File: src/rtl/core/flw_pkg.sv
// shared types, constants and helpers of the line walker
package flw_pkg;

    localparam int COORD_BITS = 7;
    localparam int ERR_BITS   = COORD_BITS + 3;

    typedef logic [COORD_BITS-1:0]     t_coord;
    typedef logic signed [ERR_BITS-1:0] t_err;

    typedef enum logic {
        CMD_LOAD = 1'b0,
        CMD_NEXT = 1'b1
    } t_cmd;

    typedef struct packed {
        t_coord start_x;
        t_coord start_y;
        t_coord end_x;
        t_coord end_y;
    } t_coords;

    typedef struct packed {
        logic load;
        logic next;
    } t_ctrl;

    typedef struct packed {
        t_coord tile_x;
        t_coord tile_y;
        logic   valid_res;
        logic   last;
    } t_result;

    // one step toward smaller (neg) or larger coordinates, wrapping
    function automatic t_coord step_coord(input t_coord v, input logic neg);
        t_coord r;
        if (neg) begin
            r = v - COORD_BITS'(1);
        end else begin
            r = v + COORD_BITS'(1);
        end
        return r;
    endfunction

endpackage

File: src/rtl/core/flw_walker.sv
// line state registers and the per-item step logic
module flw_walker (
    input  logic             i_clk,
    input  logic             i_rst_n,
    input  flw_pkg::t_ctrl   i_ctrl,
    input  flw_pkg::t_coords i_coords,
    output flw_pkg::t_result o_result
);

    localparam int C = flw_pkg::COORD_BITS;
    localparam int E = flw_pkg::ERR_BITS;

    flw_pkg::t_coord r_cur_x, r_cur_y, r_goal_x, r_goal_y, r_dx, r_dy;
    flw_pkg::t_coord n_cur_x, n_cur_y, n_goal_x, n_goal_y, n_dx, n_dy;
    logic            r_sx_neg, r_sy_neg, r_corner, r_active;
    logic            n_sx_neg, n_sy_neg, n_corner, n_active;
    flw_pkg::t_err   r_err, n_err;

    logic signed [E:0]   w_e2, w_dx_w, w_dy_w;
    flw_pkg::t_err       w_dx_e, w_dy_e;
    logic                w_move_x, w_move_y, w_at_goal;
    flw_pkg::t_coord     w_ld_dx, w_ld_dy;

    assign w_e2     = $signed({r_err, 1'b0});
    assign w_dx_w   = $signed({{(E + 1 - C){1'b0}}, r_dx});
    assign w_dy_w   = $signed({{(E + 1 - C){1'b0}}, r_dy});
    assign w_dx_e   = $signed({{(E - C){1'b0}}, r_dx});
    assign w_dy_e   = $signed({{(E - C){1'b0}}, r_dy});
    assign w_move_x = w_e2 > -w_dy_w;
    assign w_move_y = w_e2 < w_dx_w;
    assign w_at_goal = (r_cur_x == r_goal_x) && (r_cur_y == r_goal_y);

    assign w_ld_dx = (i_coords.start_x > i_coords.end_x) ?
                     (i_coords.start_x - i_coords.end_x) : (i_coords.end_x - i_coords.start_x);
    assign w_ld_dy = (i_coords.start_y > i_coords.end_y) ?
                     (i_coords.start_y - i_coords.end_y) : (i_coords.end_y - i_coords.start_y);

    always_comb begin
        n_cur_x  = r_cur_x;
        n_cur_y  = r_cur_y;
        n_goal_x = r_goal_x;
        n_goal_y = r_goal_y;
        n_dx     = r_dx;
        n_dy     = r_dy;
        n_sx_neg = r_sx_neg;
        n_sy_neg = r_sy_neg;
        n_err    = r_err;
        n_corner = r_corner;
        n_active = r_active;
        o_result = '0;
        if (i_ctrl.load) begin
            n_cur_x  = i_coords.start_x;
            n_cur_y  = i_coords.start_y;
            n_goal_x = i_coords.end_x;
            n_goal_y = i_coords.end_y;
            n_dx     = w_ld_dx;
            n_dy     = w_ld_dy;
            n_sx_neg = !(i_coords.start_x < i_coords.end_x);
            n_sy_neg = !(i_coords.start_y < i_coords.end_y);
            n_err    = $signed({{(E - C){1'b0}}, w_ld_dx}) - $signed({{(E - C){1'b0}}, w_ld_dy});
            n_corner = 1'b0;
            n_active = 1'b1;
        end else if (i_ctrl.next && r_active) begin
            o_result.valid_res = 1'b1;
            o_result.tile_x    = r_cur_x;
            if (r_corner) begin
                // corner tile: x already moved, y one step back
                o_result.tile_y = flw_pkg::step_coord(r_cur_y, !r_sy_neg);
                n_corner        = 1'b0;
            end else begin
                o_result.tile_y = r_cur_y;
                if (w_at_goal) begin
                    o_result.last = 1'b1;
                    n_active      = 1'b0;
                end else begin
                    n_err = r_err - (w_move_x ? w_dy_e : '0) + (w_move_y ? w_dx_e : '0);
                    if (w_move_x) begin
                        n_cur_x = flw_pkg::step_coord(r_cur_x, r_sx_neg);
                    end
                    if (w_move_y) begin
                        n_cur_y = flw_pkg::step_coord(r_cur_y, r_sy_neg);
                    end
                    n_corner = w_move_x && w_move_y;
                end
            end
        end
    end

    always_ff @(posedge i_clk) begin
        if (!i_rst_n) begin
            r_cur_x  <= '0;
            r_cur_y  <= '0;
            r_goal_x <= '0;
            r_goal_y <= '0;
            r_dx     <= '0;
            r_dy     <= '0;
            r_sx_neg <= 1'b0;
            r_sy_neg <= 1'b0;
            r_err    <= '0;
            r_corner <= 1'b0;
            r_active <= 1'b0;
        end else begin
            r_cur_x  <= n_cur_x;
            r_cur_y  <= n_cur_y;
            r_goal_x <= n_goal_x;
            r_goal_y <= n_goal_y;
            r_dx     <= n_dx;
            r_dy     <= n_dy;
            r_sx_neg <= n_sx_neg;
            r_sy_neg <= n_sy_neg;
            r_err    <= n_err;
            r_corner <= n_corner;
            r_active <= n_active;
        end
    end

endmodule

File: src/rtl/core/flw_out_reg.sv
// result register between the step logic and the output channel
module flw_out_reg (
    input  logic             i_clk,
    input  logic             i_rst_n,
    input  logic             i_load,
    input  logic             i_take,
    input  flw_pkg::t_result i_result,
    output logic             o_valid,
    output flw_pkg::t_result o_result
);

    logic             r_valid, n_valid;
    flw_pkg::t_result r_result, n_result;

    always_comb begin
        n_valid  = r_valid;
        n_result = r_result;
        if (i_take) begin
            n_valid = 1'b0;
        end
        if (i_load) begin
            n_valid  = 1'b1;
            n_result = i_result;
        end
    end

    always_ff @(posedge i_clk) begin
        if (!i_rst_n) begin
            r_valid <= 1'b0;
        end else begin
            r_valid <= n_valid;
        end
        r_result <= n_result;
    end

    assign o_valid  = r_valid;
    assign o_result = r_result;

endmodule

File: src/rtl/core/four_connected_line_walker.sv
// Four-connected line walker. A load item (command 0) latches the start and end tiles and gives
// no result; each next item (command 1) gives one tile of the 4-connected Bresenham line, start
// tile first, end tile flagged by last, with the corner tile (new x, old y) given before the
// diagonal tile. A next item with no line active gives one result with valid_res = 0 and all
// other fields 0. One item is taken per cycle unless input is stalled; a result appears in the
// output register the cycle after its item is taken. The single result register sets the rate:
// while it is full and the output is stalled, input is stalled too; loads wait until it frees.
module four_connected_line_walker (
    input  logic                                i_clk,
    input  logic                                i_rst_n,
    input  logic                                i_valid,
    output logic                                o_stall,
    input  logic                                i_command,
    input  logic [flw_pkg::COORD_BITS-1:0]      i_start_x,
    input  logic [flw_pkg::COORD_BITS-1:0]      i_start_y,
    input  logic [flw_pkg::COORD_BITS-1:0]      i_end_x,
    input  logic [flw_pkg::COORD_BITS-1:0]      i_end_y,
    output logic                                o_valid,
    input  logic                                i_stall,
    output logic [flw_pkg::COORD_BITS-1:0]      o_tile_x,
    output logic [flw_pkg::COORD_BITS-1:0]      o_tile_y,
    output logic                                o_valid_res,
    output logic                                o_last
);

    logic             w_accept;
    flw_pkg::t_ctrl   w_ctrl;
    flw_pkg::t_coords w_coords;
    flw_pkg::t_result w_step_res, w_out_res;

    assign o_stall  = o_valid && i_stall;
    assign w_accept = i_valid && !o_stall;

    assign w_ctrl.load = w_accept && (i_command == flw_pkg::CMD_LOAD);
    assign w_ctrl.next = w_accept && (i_command == flw_pkg::CMD_NEXT);

    assign w_coords.start_x = i_start_x;
    assign w_coords.start_y = i_start_y;
    assign w_coords.end_x   = i_end_x;
    assign w_coords.end_y   = i_end_y;

    flw_walker u_walker (
        .i_clk    (i_clk),
        .i_rst_n  (i_rst_n),
        .i_ctrl   (w_ctrl),
        .i_coords (w_coords),
        .o_result (w_step_res)
    );

    flw_out_reg u_out_reg (
        .i_clk    (i_clk),
        .i_rst_n  (i_rst_n),
        .i_load   (w_ctrl.next),
        .i_take   (o_valid && !i_stall),
        .i_result (w_step_res),
        .o_valid  (o_valid),
        .o_result (w_out_res)
    );

    assign o_tile_x    = w_out_res.tile_x;
    assign o_tile_y    = w_out_res.tile_y;
    assign o_valid_res = w_out_res.valid_res;
    assign o_last      = w_out_res.last;

endmodule

File: config.mk
export PLATFORM = sky130hd
export DESIGN_NAME = four_connected_line_walker
export DESIGN_NICKNAME = d
export VERILOG_FILES = /design/src/rtl/core/flw_pkg.sv /design/src/rtl/core/flw_walker.sv /design/src/rtl/core/flw_out_reg.sv /design/src/rtl/core/four_connected_line_walker.sv
export SDC_FILE = /design/constraint.sdc
export NUM_CORES = 1
export LEC_CHECK = 0
export BUFFER_PORTS_ARGS = -buffer_cell sky130_fd_sc_hd__buf_2
export CORE_AREA = 8 8 144 146
export DETAILED_ROUTE_END_ITERATION = 6
export DIE_AREA = 0 0 152 154
export SLEW_MARGIN = 20
export SYNTH_ARGS = -nofsm -noshare
export SYNTH_HDL_FRONTEND = slang
export SYNTH_SLANG_ARGS = --single-unit
export TNS_END_PERCENT = 1
File: constraint.sdc
create_clock -name i_clk -period 9 [get_ports i_clk]
set_input_delay 0.9 -clock i_clk [delete_from_list [all_inputs] [get_ports i_clk]]
set_output_delay 0.9 -clock i_clk [all_outputs]
set_load 0.005 [all_outputs]
Word-level counts from Yosys, hierarchy flattened
Cells that the tools add are included.
Widths: inputs -> output; s select.

word-level totals
  register bits = 73
  bits of input ports = 33
  output and inout port bits = 18
  word-level logic and storage cells = 98

operators by class
  $add $sub $neg = 12
  $lt $le $gt $ge = 6
  equality and inequality tests = 4
  multiplexer cells = 33
  bitwise gates (word level) = 3
  reductions and logical operators = 24

operators with widths
  operator             number
  $mux 7               18
  $mux 10              4
  $sub 7x7->7          4
  $add 7x1->7 const B  2
  $eq 7x7->1           2
  $gt 7x7->1           2
  $lt 7x7->1           2
  $sub 7x1->7 const B  2
  $gt 11x11->1         1
  $lt 11x8->1          1
  $neg 7->11           1
  $add 10x10->10       1
  $mux 1               10
  $reduce_bool 2->1    5
  $sub 10x10->10       1
  $logic_and 1x1->1    8
  $reduce_and 4->1     2
  $sub 7x7->8          1
  $reduce_and 3->1     2
  $logic_not 1->1      4
  $ne 2x1->1 const B   2
  $reduce_or 2->1      2
  $not 1->1            3
  $reduce_or 3->1      1
  $mux 2               1

Longest topological paths before layout
Gate-level depths: netlist (run 1).

  word-level depth = 9
  gate-level depth with buffers = 23

Cells and area by module
Synthesis (run 1) repeated with hierarchy kept, for this count alone.

second synthesis, totals
  cell total of the unflattened synthesis = 766
  area total of the unflattened synthesis = 6428.7 µm²

modules (own cells, without submodules)
  module                      instances  cells an instance  area an instance (µm²)
  flw_walker                  1          742                5871.9
  flw_out_reg                 1          19                 521.8
  four_connected_line_walker  1          5                  35.0

Least setup slack after synthesis (run 1)
No wires, ideal clock.

  kind = flip-flop to flip-flop
  start = register u_walker.r_dy[0]
  end = register u_walker.r_err[8]
  library setup time = 0.116 ns
  arrival time = 4.731 ns
  required time = 8.884 ns
  setup slack = 4.153 ns
  cell stages (with the launch flop) = 24
  period minus slack after synthesis = 4.847 ns
  path through = dfxtp_1 -> inv_1 -> ha_1 -> nand2_1 -> or3_1 -> xnor2_1 -> ha_1 -> nand4_1 -> nor2_1 -> o21a_1 -> or2_2 -> o21ai_0 -> nor2b_1 -> and2_1 -> fa_1 -> inv_1 -> fa_1 -> a21o_1 -> a21oi_1 -> o21bai_1 -> a2111oi_0 -> nor3_1 -> mux2_2 -> o211a_1

on the way
  cells in the longest elaborated chain, start to end = 9

ends and longest elaborated chain
  element                   line               source
  start: declaration        flw_walker.sv:13   flw_pkg::t_coord r_cur_x, r_cur_y, r_goal_x, r_goal_y, r_dx, r_dy;
  start signal: assignment  flw_walker.sv:108  r_dy <= n_dy;
  $neg 7->11                flw_walker.sv:29   assign w_move_x = w_e2 > -w_dy_w;
  $gt 11x11->1              flw_walker.sv:29
  $mux 7 (*)                flw_walker.sv:76   n_err = r_err - (w_move_x ? w_dy_e : '0) + (w_move_y ? w_dx_e : '0);
  $sub 10x10->10 (*)        flw_walker.sv:76
  $add 10x10->10 (*)        flw_walker.sv:76
  $mux 10 (*)               flw_walker.sv:72   if (w_at_goal) begin
  $mux 10 (*)               flw_walker.sv:66   if (r_corner) begin
  $mux 10 (*)               flw_walker.sv:63   end else if (i_ctrl.next && r_active) begin
  $mux 10 (*)               flw_walker.sv:51   if (i_ctrl.load) begin
  end signal: assignment    flw_walker.sv:111  r_err <= n_err;
  end: declaration          flw_walker.sv:17   flw_pkg::t_err r_err, n_err;

Mark *: on every way between the ends. The rest lies on a longest branch, timed or not. The select of a mux whose other input is x is not followed.
A chain may end at the register's enable or synchronous reset.

Final worst setup path (run 1)
Ends and elaborated chain as after synthesis.

==> impl_metrics.yaml, run 1 <==
synth:
  synth_commonest_cells: "87 x inv_1, 74 x nand2_1, 68 x ha_1"
  synthArstFlopShare_pct: 0
  yosysWarnings: 0
  avgSynthCellArea_um2: 8.159
  synth_largest_area_cell: "dfxtp_1"
  syn_nets: 889
  synth_most_common_cell: "inv_1"
  yosysTopAreaCellShare_pct: 18.05
  synth_top_flop_cell: "dfxtp_1"
  ys_types: 72
  synth-seq-cells: 73
  synth_area_leaders: "dfxtp_1 18%, ha_1 13%, edfxtp_1 7.6%"
  synthCells: 775
  netlist_area_um2: 6324
  synth-edff-count: 16
  ys_seq_area_share_pct: 25.64
placement:
  place_congestion: 0.8718
  portBuffers: 50
  dp_hpwl_mm: 12.46
  pre_cts_ws_ps: 3804
final_layout:
  nFillCells: 1910
  final_nets: 912
  multiInputGateArea_um2: 4207
  area_growth_syn_to_layout_pct: 11.46
  drive_above_1_share_pct: 12.33
  post-route-util_pct: 38.19
  num_antenna_cells: 0
  seq_area_um2: 1622
clock_network:
  clock_latency_ps: 350
  cts_resized: 0
  holdBufCountCts: 0
  cts_tree: "done"
  postCtsSetupBuffers: 0
  clkSinkCount: 73
  root_buffer: "clkbuf_16"
  htree_num_levels: 3
  path_clk_slew_ps: 60
  cts_max_path_buffers: 2
  cts_made_buffers: 9
pwr:
  power.leakage_nw: 3.179
  powerDensity_nw_per_um2: 187.5
  p_int_mw: 0.8350
  clock_power_share_pct: 29.9
  switching_share_pct: 36.82
  seqPwrFrac_pct: 29.4
  peakVddDrop_mv: 0.09646
  combPwrFrac_pct: 40.7
  power_switching_mw: 0.4867
timing:
  min_period_over_period_pct: 57.62
  clock.fmax_mhz: 192.8
  hold_viol: 0
  worst_pin_slew_ps: 912.9
  setup_viol: 0
  fin_ws_ps: 3814
  max_slew_margin_pct: 39.14
  min_period_ps: 5186
  fin_tns_setup_ps: 0
  drv_slew: 0
  rsz0062_at_grt: "false"
  finClkSkew_ps: 7.253
route:
  first_pass_iters: 4
  drc: 0
  vias: 5353
  ant_nets: 0
  routedWlPerCell_um: 15.83
  drt-initial-drc-count: 306
  vias_per_cell: 5.162
  drt_wl_total_mm: 16.41
global_routing:
  grtUsageTotal_pct: 13.98
  grt_pass1_vias: 5164
  grt-ovfl-total: 0
  grt_max_degree: 49
  grt_pass1_wl_mm: 26.74
  antenna_found_initial: 0
floorplanning:
  start_util_pct: 34.26
  rows: 50
  pin_count: 51
  die_h_um: 154
  dieArea_um2: 23410
  core_region_area_um2: 18460
  die_x_um: 152
run:
  cap_violations: 0
setup_path:
  startpoint_type: "flip-flop"
  cpMaxStageDelayCell: "fa_1"
  critPathCaptureType: "flip-flop"
  critPathKind: "flip-flop to flip-flop"
  path_max_fanout: 6
  r2r_slack_ps: 3810
  cp.required_ps: 9240
  cp.arrival_ps: 5430
  path_cells: "inv_1, ha_1, nand2_1, or3_1, xnor2_1, ha_1, nand4_1, nor2_1, o21a_1, or2_2, o21ai_0, nor2b_1, and2_1, fa_1, inv_1, fa_1, a21o_1, a21oi_1, o21bai_1, a2111oi_0, nor3_1, mux2_2, o211a_1"
  slowest_delay_ps: 500
run_status:
  status: "finished, final reports clean"
worst_hold_path:
  hold_class: "flip-flop to flip-flop"
==> cells by family after synthesis <==
group / share of synthesized area (%)
adders and majority gates: 17.57
muxes: 3.344
buffers and inverters: 7.954
AOI/OAI and AO/OA: 19.25
and+or+nand+nor: 18.90
xor gates and xnor gates: 7.341
DFF: 25.64
==> per-layer routing <==
layer / GRT usage (%) / up-vias / part of all wire [%]
met5: 0 / - / 0
met4: 4.426 / 0 / 1.5
met3: 2.578 / 20 / 4.3
met2: 22.56 / 96 / 45
met1: 18.54 / 2495 / 49
li1: - / 2742 / -
==> critical path, delay by kind of cell, from the launching register on <==
family / cells / cell delay [ps]
compound gates: 7 / 1370
simple gates: 8 / 1350
buf+inv: 2 / 180
mux: 1 / 280
fa+ha+maj: 4 / 1440
flops: 1 / 340
xor+xnor: 1 / 150
==> worst paths after layout <==
check / end / from / cells past startpoint
min: u_walker.r_goal_y[6] / u_walker.r_goal_y[6] / 2
max: u_walker.r_err[8] / u_walker.r_dy[0] / 23
max reg2reg: u_walker.r_err[8] / u_walker.r_dy[0] / 23
min reg2reg: u_walker.r_goal_y[6] / u_walker.r_goal_y[6] / 2
==> power groups by stage <==
stage / combinational (mW) / clock [mW] / sequential (mW)
global route: 0.609 / 0.415 / 0.392
floorplan: 0.428 / 0 / 0.379
finish: 0.538 / 0.395 / 0.389
detailed placement: 0.536 / 0 / 0.395
CTS: 0.541 / 0.405 / 0.388
global placement: 0.533 / 0 / 0.395
==> placed cells by master, fill, tap and decap left out, types with 4 or more instances in the layout <==
| master | synthesis | final |
|---|---|---|
| o21ai_0 | 38 | 38 |
| mux2_2 | 5 | 5 |
| dfxtp_1 | 57 | 57 |
| a211o_1 | 4 | 4 |
| or2_2 | 6 | 6 |
| nand3_1 | 19 | 19 |
| fa_1 | 13 | 13 |
| nor3_1 | 22 | 22 |
| nor2b_1 | 7 | 7 |
| xor2_1 | 30 | 30 |
| a31oi_1 | 5 | 5 |
| nand2b_1 | 9 | 9 |
| a21oi_1 | 48 | 48 |
| o211a_1 | 6 | 6 |
| buf_4 | 1 | 4 |
| nor2_1 | 46 | 45 |
| buf_2 | 12 | 50 |
| ha_1 | 68 | 68 |
| mux2i_1 | 14 | 14 |
| edfxtp_1 | 16 | 16 |
| o21a_1 | 6 | 6 |
| inv_1 | 87 | 87 |
| o211ai_1 | 6 | 6 |
| o2111ai_1 | 4 | 4 |
| clkbuf_16 | 0 | 9 |
| nand4_1 | 7 | 7 |
| a211oi_1 | 15 | 15 |
| nor4_1 | 8 | 8 |
| o21bai_1 | 5 | 5 |
| a21o_1 | 9 | 9 |
| or3_1 | 9 | 9 |
| nand2_1 | 74 | 74 |
| xnor2_1 | 23 | 23 |
| and3_1 | 13 | 13 |
| and2_1 | 10 | 10 |
==> layout make-up <==
| cell class | count | share of cell area, % |
|---|---|---|
| Clock inverter | 6 | 1.296 |
| Multi-Input combinational cell | 573 | 59.68 |
| Inverter | 87 | 4.633 |
| Sequential cell | 73 | 23.01 |
| Timing Repair Buffer | 54 | 3.977 |
| Tap cell | 234 | 4.154 |
| Clock buffer | 10 | 3.249 |
==> stage by stage <==
stage	power (mW)	hold WS (ps)	std cells	area (um^2)
after global placement	0.9282	454.8	1021	6728
final	1.322	464.3	1037	7048
after CTS	1.334	466.7	1037	7048
after detailed placement	0.9315	458.2	1021	6728
after floorplan	0.8072	447.8	775	6324
after global routing	1.416	486.0	1037	7048
==> flip-flops by register name, indices dropped and copies added (netlist names) <==
| name | count |
|---|---|
| u_walker.r_sy_neg | 1 |
| u_walker.r_active | 1 |
| u_walker.r_sx_neg | 1 |
| u_walker.r_goal_y | 7 |
| u_walker.r_dy | 7 |
| u_walker.r_goal_x | 7 |
| u_out_reg.o_valid | 1 |
| u_walker.r_corner | 1 |
| u_walker.r_cur_x | 7 |
| u_walker.r_dx | 7 |
| u_walker.r_err | 10 |
| u_out_reg.o_result | 16 |
| u_walker.r_cur_y | 7 |
No activity file was read; power rests on OpenSTA's default activity.
==> run 2: changes to the inputs <==
==> constraint.sdc (replaced) <==
create_clock -name i_clk -period 4.6 [get_ports i_clk]
set_input_delay 0.46 -clock i_clk [delete_from_list [all_inputs] [get_ports i_clk]]
set_output_delay 0.46 -clock i_clk [all_outputs]
set_load 0.005 [all_outputs]
==> run 2 against run 1 <==
Flip-flop and latch count is the same; clock skew grew 5.0 ps; the flow now finishes with violations (setup timing); hold slack lost 92 ps; critical path depth is the same; first-iteration DRC count grew 19%; via count grew 4.5%; utilization grew 2.2 points; setup slack lost 3800 ps; register-to-register slack lost 3800 ps; maximum frequency grew 13%; combinational power grew 140%; critical path type unchanged; final area grew 5.7%.
==> impl_metrics.yaml, run 2 (same netlist as run 1, synthesis figures left out) <==
floorplanning:
  core_region_area_um2: 18460
  die_x_um: 152
  start_util_pct: 34.26
  pin_count: 51
  rows: 50
  die_h_um: 154
  dieArea_um2: 23410
route:
  drc: 0
  ant_nets: 0
  drt_wl_total_mm: 17.00
  drt-initial-drc-count: 365
  vias_per_cell: 5.205
  vias: 5595
  routedWlPerCell_um: 15.81
  first_pass_iters: 4
global_routing:
  grt_max_degree: 45
  grt_pass1_wl_mm: 28.21
  antenna_found_initial: 0
  grt-ovfl-total: 0
  grt_pass1_vias: 5527
  grtUsageTotal_pct: 14.63
setup_path:
  critPathKind: "flip-flop to flip-flop"
  critPathCaptureType: "flip-flop"
  startpoint_type: "flip-flop"
  cp.arrival_ps: 4850
  path_max_fanout: 3
  cpMaxStageDelayCell: "fa_1"
  path_cells: "inv_2, ha_4, nand2_2, or3_4, xnor2_2, ha_1, nand4_1, nor2_2, o21a_1, or2_4, o21ai_4, nor2b_1, and2_1, fa_1, inv_2, ha_4, a21o_1, a211o_1, a2111oi_4, nor3_2, a31oi_1, xor2_1, o221a_2"
  cp.required_ps: 4850
  r2r_slack_ps: -7
  slowest_delay_ps: 490
timing:
  fin_tns_setup_ps: -6.546
  finClkSkew_ps: 12.27
  drv_slew: 0
  min_period_over_period_pct: 100.1
  rsz0062_at_grt: "true"
  worst_pin_slew_ps: 556.7
  whs_ps: 372.8
  clock.fmax_mhz: 217.1
  min_period_ps: 4607
  hold_viol: 0
  fin_ws_ps: -6.546
  max_slew_margin_pct: 62.80
  setup_viol: 1
final_layout:
  layout_common_cells: "83 x inv_1, 73 x nand2_1, 64 x ha_1"
  final_nets: 949
  stdcell_count: 1075
  area_growth_syn_to_layout_pct: 17.77
  drive_above_1_share_pct: 19.40
  largest_reg_flops: 16
  post-route-util_pct: 40.35
  mostFrequentLayoutCell: "inv_1"
  fin_area_um2: 7447
pwr:
  p_int_mw: 1.697
  seqPwrFrac_pct: 27.8
  combPwrFrac_pct: 46.8
  power.leakage_nw: 3.371
  powerDensity_nw_per_um2: 364.1
  power_mw: 2.712
  switching_share_pct: 37.43
  clock_power_share_pct: 25.4
  power_switching_mw: 1.015
  peakVddDrop_mv: 0.2361
clock_network:
  clock_latency_ps: 350
  cts_tree: "done"
  root_buffer: "clkbuf_16"
  clkSinkCount: 73
  htree_num_levels: 3
  holdBufCountCts: 0
  path_clk_slew_ps: 70
  cts_made_buffers: 9
  cts_max_path_buffers: 2
run:
  cap_violations: 0
placement:
  portBuffers: 50
  dp.cells: 1054
  dp_hpwl_mm: 13.08
  place_congestion: 0.9086
  dpl_cell_area_um2: 6992
  pre_cts_ws_ps: -212.1
worst_hold_path:
  hold_class: "primary input to flip-flop"
run_status:
  status: "finished, violations left"
  violations: "setup timing"
==> run 2: cell types whose count changed in the layout (fill, tap and decap cells not counted), sizes merged <==
cell    change
inv         -1
diode       +1
clkbuf      +2
buf        +37
clkinv      +1
bufinv      -2
==> run 2: area by class of cell <==
cell class | count | area [um^2]
fill | 1853 | 11010
multi-input combinational | 573 | 4358
sequential | 73 | 1624
timing repair buffer | 91 | 558.0
inverter | 87 | 326.6
tap | 234 | 292.8
clock buffer | 12 | 257.7
clock inverter | 4 | 27.53
antenna | 1 | 2.502
==> run 2: worst paths after layout <==
| kind | endpoint | startpoint | depth (start not counted) |
|---|---|---|---|
| worst max register to register | u_walker.r_err[9] | u_walker.r_dy[1] | 23 |
| worst min register to register | u_walker.r_goal_x[3] | u_walker.r_goal_x[3] | 2 |
| worst max-delay path | u_walker.r_err[9] | u_walker.r_dy[1] | 23 |
| worst min-delay path | u_walker.r_goal_x[6] | i_end_x[6] | 3 |
==> run 2: power groups by stage <==
stage / clock network, mW / registers, mW / logic (mW)
floorplan: 0 / 0.742 / 0.850
global placement: 0 / 0.765 / 1.14
detailed placement: 0 / 0.765 / 1.16
CTS: 0.705 / 0.752 / 1.24
global route: 0.721 / 0.759 / 1.42
finish: 0.689 / 0.754 / 1.27
==> run 2: routing by layer <==
layer	GRT usage [%]	up-vias	wire length (um)
li1	-	2821	-
met1	19.53	2642	8312
met2	24.10	120	7749
met3	2.270	12	707
met4	3.903	0	226
met5	0	-	0
==> run 2: timing repair <==
item / in CTS / in global routing
resized for setup: 19 / 13
setup buffers: 4 / 0
pin swaps: 19 / 14
endpoints found under the setup margin: 3 / 5
==> run 2: worst max-delay path, delay by kind of cell, from the launching register on <==
kind                     cells  cell delay [ps]
AO/OA/AOI/OAI                7             1540
AND/OR/NAND/NOR              8             1150
adder cells (fa/ha/maj)      4             1120
flip-flops                   1              320
XOR/XNOR                     2              230
buffers and inverters        2              140
==> run 3: changes to the inputs <==
--- a/config.mk
+++ b/config.mk
@@ -13,4 +13,3 @@
 export SYNTH_ARGS = -nofsm -noshare
 export SYNTH_HDL_FRONTEND = slang
 export SYNTH_SLANG_ARGS = --single-unit
-export TNS_END_PERCENT = 1
==> run 3 against run 2 <==
The flow still finishes with violations (setup timing); non-clock buffer count is 2 lower; clock-buffer cell count down 2; clock power up 13%; final cell count decreased by 0.28%; global-route usage rose by 0.22 points; clock skew down 4.6 ps; critical path depth is the same; maximum frequency is essentially flat; setup slack hardly changed; critical path type unchanged; largest cell class unchanged.
==> impl_metrics.yaml, run 3 (same netlist as run 1, synthesis figures left out) <==
run_status:
  status: "finished, violations left"
  violations: "setup timing"
global_routing:
  grt_pass1_wl_mm: 28.50
  grt_pass1_vias: 5553
  grtUsageMet3_pct: 3.363
  use_met2_pct: 24.29
  grtUsageTotal_pct: 14.86
  grt_use_met1_pct: 19.44
  grt-ovfl-total: 0
  antenna_found_initial: 0
  busiest_layer: "met2"
  grt_max_degree: 35
timing:
  min_period_over_period_pct: 100.2
  finClkSkew_ps: 7.672
  setup_viol: 1
  drv_slew: 0
  min_period_ps: 4607
  whs_ps: 371.6
  rsz0062_at_grt: "true"
  hold_viol: 0
  clock.fmax_mhz: 217.1
  fin_ws_ps: -6.939
  worst_pin_slew_ps: 991.2
  max_slew_margin_pct: 33.51
pwr:
  powerDensity_nw_per_um2: 381.8
  peakVddDrop_mv: 0.1973
  power.leakage_nw: 3.386
  power_mw: 2.854
setup_path:
  timing.rr.end: "u_walker.r_err[9]"
  cp.required_ps: 4840
  startpoint_type: "flip-flop"
  crit_buf_inv: 2
  cpMaxStageDelayCell: "fa_1"
  r2r_cells: 23
  critPathKind: "flip-flop to flip-flop"
  r2r_slack_ps: -7
  critPathCaptureType: "flip-flop"
  slowest_delay_ps: 510
  path_cells: "inv_2, ha_4, nand2_2, or3_4, xnor2_2, ha_1, nand4_1, nor2_2, o21a_1, or2_4, o21ai_4, nor2b_4, and2_4, fa_1, inv_2, ha_4, a21o_1, a211o_1, a2111oi_4, nor3_2, a31oi_1, xor2_1, o221a_2"
  path_max_fanout: 5
  reg2reg_from: "u_walker.r_dy[1]"
  crit_family: "compound AO/OA/AOI/OAI gates"
  cp.arrival_ps: 4850
clock_network:
  root_buffer: "clkbuf_16"
  clock_latency_ps: 350
  cts_tree: "done"
  htree_num_levels: 3
  path_clk_slew_ps: 60
  cts_max_path_buffers: 2
  cts_made_buffers: 9
  holdBufCountCts: 0
  clkSinkCount: 73
final_layout:
  stdcell_count: 1072
  post-route-util_pct: 40.51
  area_growth_syn_to_layout_pct: 18.22
  layout_common_cells: "83 x inv_1, 73 x nand2_1, 64 x ha_1"
  drive_above_1_share_pct: 19.57
  final_nets: 947
  largest_reg_flops: 16
  num_antenna_cells: 0
  nFillCells: 1893
  seq_area_um2: 1624
  multiInputGateArea_um2: 4368
  mostFrequentLayoutCell: "inv_1"
placement:
  portBuffers: 50
  dp_hpwl_mm: 13.19
  dp.cells: 1044
  pre_cts_ws_ps: -208.2
  place_congestion: 0.9090
run:
  cap_violations: 0
route:
  ant_nets: 0
  routedWlPerCell_um: 16.25
  drc: 0
  vias_per_cell: 5.220
  drt_wl_total_mm: 17.42
  vias: 5596
  drt-initial-drc-count: 315
  first_pass_iters: 5
floorplanning:
  core_region_area_um2: 18460
  start_util_pct: 34.26
  pin_count: 51
  die_x_um: 152
  die_h_um: 154
  rows: 50
  dieArea_um2: 23410
worst_hold_path:
  hold_start: "i_end_x[6]"
  worstHoldPathCells: 3
  hold_end: "u_walker.r_goal_x[6]"
  hold_class: "primary input to flip-flop"
[run 3: through the flow]
stage / TNS (ps) / instance area [um^2]
final: -6.939 / 7476
after global routing: -541.0 / 7476
after CTS: -38.09 / 7406
after detailed placement: -562.3 / 6924
after global placement: -422.7 / 6924
after floorplan: 0 / 6347
[run 3: layout make-up]
cell class	instances	share of cell area (%)
Multi-Input combinational cell	573	58.43
Sequential cell	73	21.72
Timing Repair Buffer	89	7.264
Inverter	87	4.368
Tap cell	234	3.916
Clock buffer	10	3.063
Clock inverter	6	1.238
[run 3: report_power, final]
group | switching (mW) | leakage [nW] | internal (mW)
logic | 0.690 | 2.61 | 0.627
registers | 0.0566 | 0.628 | 0.700
clock network | 0.303 | 0.149 | 0.477
[run 3: how the worst max path moves through the flow]
stage	endpoint	depth (start not counted)	slack, ps	start
CTS	u_walker.r_err[9]	23	-20	u_walker.r_dy[1]
global route	u_walker.r_err[7]	23	-180	u_walker.r_dy[1]
floorplan	u_walker.r_err[9]	23	10	u_walker.r_dy[0]
detailed placement	u_walker.r_err[9]	23	-210	u_walker.r_dy[1]
finish	u_walker.r_err[9]	23	-7	u_walker.r_dy[1]
global placement	u_walker.r_err[9]	23	-170	u_walker.r_dy[1]
[run 3: worst register-to-register path: stages, from the launching register on]
cell	delay [ps]
dfxtp_2	320
inv_2	70
ha_4	140
nand2_2	50
or3_4	360
xnor2_2	140
ha_1	310
nand4_1	90
nor2_2	50
o21a_1	120
or2_4	250
o21ai_4	190
nor2b_4	70
and2_4	160
fa_1	510
inv_2	60
ha_4	200
a21o_1	160
a211o_1	340
a2111oi_4	320
nor3_2	100
a31oi_1	170
xor2_1	90
o221a_2	230
[run 3: layer usage]
layer  wire (um)  share of wire (%)
met1        8150                 47
met4         193                1.1
met3         927                5.3
met5           0                  0
met2        8147                 47
[run 3: timing repair]
action	CTS	global route
gates resized for setup	19	12
pin swaps	25	26
setup buffers	11	5
setup endpoints to repair	3	6
